==> config.mk <==
export PLATFORM = sky130hd
export DESIGN_NAME = pca_ctrl
export DESIGN_NICKNAME = d
export VERILOG_FILES = /design/src/hw/rtl/pca_pkg.sv /design/src/hw/rtl/pca_ctrl.sv
export SDC_FILE = /design/constraint.sdc
export NUM_CORES = 1
export LEC_CHECK = 0
export ABC_CLOCK_PERIOD_IN_PS = 2190
export CAP_MARGIN = 15
export CORE_UTILIZATION = 45
export CTS_CLUSTER_SIZE = 30
export DETAILED_ROUTE_END_ITERATION = 10
export DONT_BUFFER_PORTS = 1
export GPL_TIMING_DRIVEN = 0
export HOLD_SLACK_MARGIN = 0.1
export SLEW_MARGIN = 20
export SYNTH_ARGS = -nofsm -noshare
export SYNTH_HDL_FRONTEND = slang
export SYNTH_SLANG_ARGS = --single-unit
==> constraint.sdc <==
create_clock -name clk -period 2.19 [get_ports clk]
set_input_delay 0.438 -clock clk [delete_from_list [all_inputs] [get_ports clk]]
set_output_delay 0.438 -clock clk [all_outputs]
set_load 0.005 [all_outputs]
==> src/hw/rtl/pca_pkg.sv <==
// ----------------------------------------------------------------------------
// Phone confusion alignment package
// Shared types and constants for the aligner controller and datapath.
// ----------------------------------------------------------------------------
package pca_pkg;

	localparam logic [1:0] ACT_PUSH_REF = 2'd0;
	localparam logic [1:0] ACT_PUSH_OBS = 2'd1;
	localparam logic [1:0] ACT_ALIGN    = 2'd2;
	localparam logic [1:0] ACT_READ     = 2'd3;

	localparam logic [1:0] TR_MAT = 2'd0;
	localparam logic [1:0] TR_DEL = 2'd1;
	localparam logic [1:0] TR_INS = 2'd2;
	localparam logic [1:0] TR_SUB = 2'd3;

	localparam int PHONE_W = 6;
	localparam int SUBS_W  = 6;
	localparam int THR_W   = 16;
	localparam int OUT_CNT_W = 16;
	localparam logic [15:0] THRESHOLD_RESET = 16'd10;

	// Commands from the controller to the datapath.
	typedef struct packed {
		logic push_ref;
		logic push_obs;
		logic clr_step;     // write one confusion entry to zero
		logic init_step;    // write one border cell
		logic fill_rd;      // issue reads for the current inner cell
		logic fill_wr;      // compute and write the current inner cell
		logic bt_rd;        // read trace at the current backtrace point
		logic bt_step;      // consume the trace and move
		logic acc_rd;       // read count for a pending substitution
		logic acc_wr;       // write incremented count back
		logic read_rd;      // read count for a read item
		logic start_align;  // latch lengths and reset counters
		logic end_align;    // clear lengths
	} pca_cmd_t;

	// Status from the datapath to the controller.
	typedef struct packed {
		logic clr_done;
		logic init_done;
		logic fill_done;
		logic bt_done;
		logic acc_pending;
		logic empty;
	} pca_sts_t;

endpackage

==> src/hw/rtl/pca_ctrl.sv <==
// ----------------------------------------------------------------------------
// Phone confusion alignment controller
// Sequences clearing after reset, and per item the pushes, reads, table fill, backtrace and count updates.
// ----------------------------------------------------------------------------
module pca_ctrl (
	input  logic              clk,
	input  logic              arst_n,
	input  logic              s_tvalid,
	output logic              s_tready,
	input  logic [1:0]        action,
	output logic              m_tvalid,
	input  logic              m_tready,
	output logic              cap_push,
	output logic              cap_read,
	output logic              cap_align,
	output pca_pkg::pca_cmd_t cmd,
	input  pca_pkg::pca_sts_t sts
);

	localparam logic [3:0] ST_CLEAR = 4'd0;
	localparam logic [3:0] ST_IDLE  = 4'd1;
	localparam logic [3:0] ST_READ  = 4'd2;
	localparam logic [3:0] ST_INIT  = 4'd3;
	localparam logic [3:0] ST_FRD   = 4'd4;
	localparam logic [3:0] ST_FWR   = 4'd5;
	localparam logic [3:0] ST_BRD   = 4'd6;
	localparam logic [3:0] ST_BST   = 4'd7;
	localparam logic [3:0] ST_ARD   = 4'd8;
	localparam logic [3:0] ST_ACR   = 4'd9;
	localparam logic [3:0] ST_AWR   = 4'd10;
	localparam logic [3:0] ST_DONE  = 4'd11;

	logic [3:0] state_q, state_d;
	logic out_v_q;
	logic acc_then_done_q;
	logic take;

	assign s_tready = (state_q == ST_IDLE) && !out_v_q;
	assign take = s_tvalid && s_tready;
	assign m_tvalid = out_v_q;

	always_comb begin
		cmd = '0;
		state_d = state_q;
		cap_push = 1'b0;
		cap_read = 1'b0;
		cap_align = 1'b0;
		unique case (state_q)
			ST_CLEAR: begin
				if (sts.clr_done) state_d = ST_IDLE;
				else cmd.clr_step = 1'b1;
			end
			ST_IDLE: begin
				if (take) begin
					case (action)
						pca_pkg::ACT_PUSH_REF: begin
							cmd.push_ref = 1'b1;
							cap_push = 1'b1;
						end
						pca_pkg::ACT_PUSH_OBS: begin
							cmd.push_obs = 1'b1;
							cap_push = 1'b1;
						end
						pca_pkg::ACT_ALIGN: begin
							cmd.start_align = 1'b1;
							state_d = ST_INIT;
						end
						default: begin
							cmd.read_rd = 1'b1;
							state_d = ST_READ;
						end
					endcase
				end
			end
			ST_READ: begin
				cap_read = 1'b1;
				state_d = ST_IDLE;
			end
			ST_INIT: begin
				cmd.init_step = 1'b1;
				if (sts.init_done) state_d = sts.empty ? ST_DONE : ST_FRD;
			end
			ST_FRD: begin
				cmd.fill_rd = 1'b1;
				state_d = ST_FWR;
			end
			ST_FWR: begin
				cmd.fill_wr = 1'b1;
				state_d = sts.fill_done ? ST_BRD : ST_FRD;
			end
			ST_BRD: begin
				cmd.bt_rd = 1'b1;
				if (sts.bt_done) state_d = ST_DONE;
				else state_d = ST_BST;
			end
			ST_BST: begin
				cmd.bt_step = 1'b1;
				state_d = ST_BRD;
			end
			ST_ARD: begin
				cmd.acc_rd = 1'b1;
				state_d = ST_ACR;
			end
			ST_ACR: state_d = ST_AWR;
			ST_AWR: begin
				cmd.acc_wr = 1'b1;
				state_d = acc_then_done_q ? ST_DONE : ST_BRD;
			end
			ST_DONE: begin
				cmd.end_align = 1'b1;
				cap_align = 1'b1;
				state_d = ST_IDLE;
			end
			default: state_d = ST_IDLE;
		endcase
		// A freshly found isolated substitution is written back before moving on.
		if (sts.acc_pending && (state_q == ST_BRD || state_q == ST_DONE)) begin
			cmd.bt_rd = 1'b0;
			cmd.end_align = 1'b0;
			cap_align = 1'b0;
			state_d = ST_ARD;
		end
	end

	always_ff @(posedge clk or negedge arst_n) begin
		if (!arst_n) begin
			state_q <= ST_CLEAR;
			out_v_q <= 1'b0;
			acc_then_done_q <= 1'b0;
		end else begin
			state_q <= state_d;
			if (sts.acc_pending && (state_q == ST_BRD || state_q == ST_DONE)) begin
				acc_then_done_q <= (state_q == ST_DONE);
			end
			if (cap_push || cap_read || cap_align) out_v_q <= 1'b1;
			else if (m_tready) out_v_q <= 1'b0;
		end
	end

endmodule

After elaboration in Yosys (flattened, before gate mapping)
Cells that the tools add are included.
Operators by class
  $add $sub $neg: 0
  multiply operators: 0
  divide/modulo/power cells: 0
  magnitude comparators: 0
  equality and inequality tests: 17
  shifts and indexed selects: 0
  mux-type cells: 36
  bitwise logic cells: 0
  reduce and logical (&&, ||, !) cells: 13
Operators with widths (count)
  $pmux W4 S10: 1
  $mux W4: 7
  $mux W1: 22
  $eq A4 B3 Y1 const B: 4
  $eq A4 B4 Y1 const B: 4
  $mux W2: 5
  $eq A4 B2 Y1 const B: 2
  $pmux W4 S2: 1
  $ne A3 B2 Y1 const B: 2
  $ne A3 B3 Y1 const B: 2
  $eq A4 B1 Y1 const B: 1
  $logic_not A4 Y1: 1
  $reduce_and A4 Y1: 1
  $logic_and A1 B1 Y1: 3
  $logic_or A1 B1 Y1: 3
  $reduce_or A3 Y1: 1
  $eq A2 B1 Y1 const B: 1
  $eq A2 B2 Y1 const B: 1
  $logic_not A2 Y1: 1
  $reduce_bool A2 Y1: 1
  $reduce_or A2 Y1: 1
  $logic_not A1 Y1: 1
Storage, ports and cells
  register bits after elaboration: 6
  bits in latches: 0
  memory bits (writable): 0
  memory bits (read-only): 0
  bits of input ports: 12
  output and inout bits: 18
  logic and storage cells: 69
  memories: 0

Longest topological paths before layout
  word-level depth: 8
  mapped depth: 6

Least setup slack after synthesis
Ideal clock, no wire load.
  path kind: register to output
  start point: register state_q[3]
  end point: output cmd[11] (netlist bit)
  arrival: 1.512 ns
  setup slack: 0.240 ns
  stages on the path, launching flop included: 5
  buffers on the path: 1
  cell sequence: dfrtp_1 buf_6 or4b_4 nor4b_4 and2_1
RTL lines
  start, declared: RTL line pca_ctrl.sv:33  | logic [3:0] state_q, state_d;
  start signal, assigned: RTL line pca_ctrl.sv:131  | state_q <= state_d;
  end, declared: RTL line pca_ctrl.sv:16  | output pca_pkg::pca_cmd_t cmd,

==> results.txt <==
Remaining DRCs: 0
area share of fa/ha/maj cells after synthesis: 0%
max cap viols: 0
Pleak: 0.0003029 uW
CTS max path bufs: 2
Compound-Gate Fraction of Synth Area: 21.14%
Worst Path Max Fanout: 5
I/O pin count: 30
vias in the first global route: 530
violated checks: setup timing
Total GRT Usage: 21.87%
IO buf count: 0
cts bufs inserted: 3
critical path capture point type: primary output
final hold violation count: 0
final setup fails: 2
sequential share of the synthesized area: 23.48%
num rows: 13
post-synthesis xor/xnor area fraction: 0%
WHS: 0.3180 ns
Synth Cell Area: 639.4 um2
clock root cell: clkbuf_4
area of the core: 1318 um2
outcome: complete, but fails checks
Relative slew margins: 73.41%
main combinational cell family by area after synthesis: simple AND/OR/NAND/NOR gates
layout cells sized above 1: 22.58%
antenna viol nets, final: 0
EDFF count, synth: 0
Req. time, crit path: 1.75 ns
asr flop ratio synth: 100.0%
VDD IR-drop max: 0.6751 mV
post-route clock period utilization: 101.1%
FF/Latch Area: 152.6 um2
Initial Util: 48.53%
Max Clock Freq: 0.4516 GHz
vias per inst: 5.972
initial DRC count: 22
Multi-input gate area: 437.9 um2
initial antenna violation count: 0
most frequent cells in the layout: nand2b_1 (9), nor2_1 (9), buf_4 (7), nor3_1 (7)
Die Ht: 39.70 um
synthesized flop and latch total: 6
H-tree lvl count: 1
GRT Residual Overflow: 0
Power Dens Cells: 1162 nW/um2
die area: 1576 um2
vias after detailed routing: 645
Post-Synth Simple-Gate Area: 45.79%
total power: 847.3 uW
Setup Skew: 0.005630 ns
Synth Flop Type: dfrtp_1
worst-margin pin slew: 0.3989 ns
Clock Sinks: 6
Hold WC Path Type: primary input to flop
post-detail-place hpwl: 1.216 mm
Post-Syn Nets: 97
Synth Warn #: 0
CTS tree: yes
post-DR wirelength/cell: 14.82 um
Antenna diodes: 0
Area growth, synth to finish: 14.09%
worst setup margin: -0.02442 ns
pin count of the biggest net entering global routing: 11
crit path time final: 2.214 ns
CP arrival: 1.78 ns
WS Path Type: flop to primary output
count of final max-slew check failures: 0
first-pass GRT wire length: 2.263 mm
die width: 39.70 um
clk_lat worst skew: 0.24 ns
drt pass-1 iters: 4
synthesized instance count: 85
multiplexer share of the synthesized area: 0%
GPL Wtd Cong: 0.8719
syn_area_per_cell: 7.522 um2
clk slew on worst S/H paths: 0.04 ns
crit start category: flop
fill count: 145
distinct cell type count after synthesis: 32
Final Net Count: 107
routed wire length: 1.601 mm
unrepaired setup endpoints after global routing: yes
final timing paths:
path | from | endpoint | slack [ns] | depth (start not counted)
hold reg to reg | acc_then_done_q$_DFFE_PN0P_ | acc_then_done_q$_DFFE_PN0P_ | 0.59 | 2
hold / removal | sts[4] | state_q[1]$_DFFE_PN0P_ | 0.32 | 1
max in group asynchronous | arst_n | state_q[1]$_DFFE_PN0P_ | 1.45 | 1
setup / recovery | state_q[1]$_DFFE_PN0P_ | cmd[12] | -0.02 | 3
min in group asynchronous | arst_n | m_tvalid$_DFFE_PN0P_ | 0.50 | 1
setup reg to reg | state_q[1]$_DFFE_PN0P_ | state_q[1]$_DFFE_PN0P_ | 0.49 | 5
stage by stage:
step	TNS, ns	instance area (um2)	instances	utilization [%]	setup WS, ns
floorplan	0	639.4	85	-	0.2403
global placement	0	658.1	100	49.95	0.1815
detailed placement	0	658.1	100	49.95	0.1725
CTS	-0.1577	713.2	107	54.13	-0.08008
global route	-0.2479	729.5	108	55.37	-0.1243
finish	-0.04834	729.5	108	55.37	-0.02442
report_power, final:
part	switching [uW]	leakage [uW]	total [uW]	internal, uW
combinational	305	0.000219	564	258
clock	35.6	0.0000138	97.3	61.7
sequential	37.7	0.0000699	186	149
total	379	0.000303	847	469
area by class of cell:
type,instances,area share (%)
inverter,5,2.573
timing repair buffer,6,6.518
multi-input combinational,67,60.03
buffer,6,4.288
tap,15,2.573
sequential,6,20.93
clock buffer,3,3.087
flip-flops by register name, summed over array words and instances, names as in the netlist:
signal / flops
acc_then_done_q: 1
m_tvalid: 1
state_q: 4
timing repair:
| action | in CTS | in global routing |
|---|---|---|
| setup buffers | 3 | 2 |
| setup endpoints to repair | 2 | 4 |
| hold buffers | 1 | 0 |
| resized for setup | 0 | 5 |
| pin swaps | 4 | 4 |
| hold endpoints to repair | 6 | 0 |
cell usage after synthesis, types with 2 or more instances:
library cell  number  area, um2
or4_1              2      15.01
dfrtp_1            6      150.1
and2_1             3      18.77
nor3_1             8      40.04
o32ai_1            3      26.28
nor2b_1            2      12.51
a21oi_1            4      20.02
o21ai_0            4      20.02
inv_1              5      18.77
nand2_1            5      18.77
clkbuf_1           3      11.26
and3b_1            2      17.52
o21bai_1           2      15.01
buf_4              2      15.01
nand2b_1           9      56.30
nor2_1             9      33.78
critical path, stage by stage, from the launching register on:
cell	delay [ns]
dfrtp_2	0.42
or4b_4	0.56
nor4b_4	0.35
and2_4	0.20
routing by layer:
layer,wire (um),vias up,track usage [%]
met5,0,-,0
met4,0,0,5.172
met3,127,0,6.818
met2,761,36,34.43
met1,713,292,28.62
li1,-,317,-
kinds of logic (layout without fill, tap and decap cells):
family / after synthesis / in the layout
buffers and inverters: 12 / 20
AOI/OAI and AO/OA: 19 / 19
and+or+nand+nor: 48 / 48
DFF: 6 / 6
(Power assumes the default switching activity.)
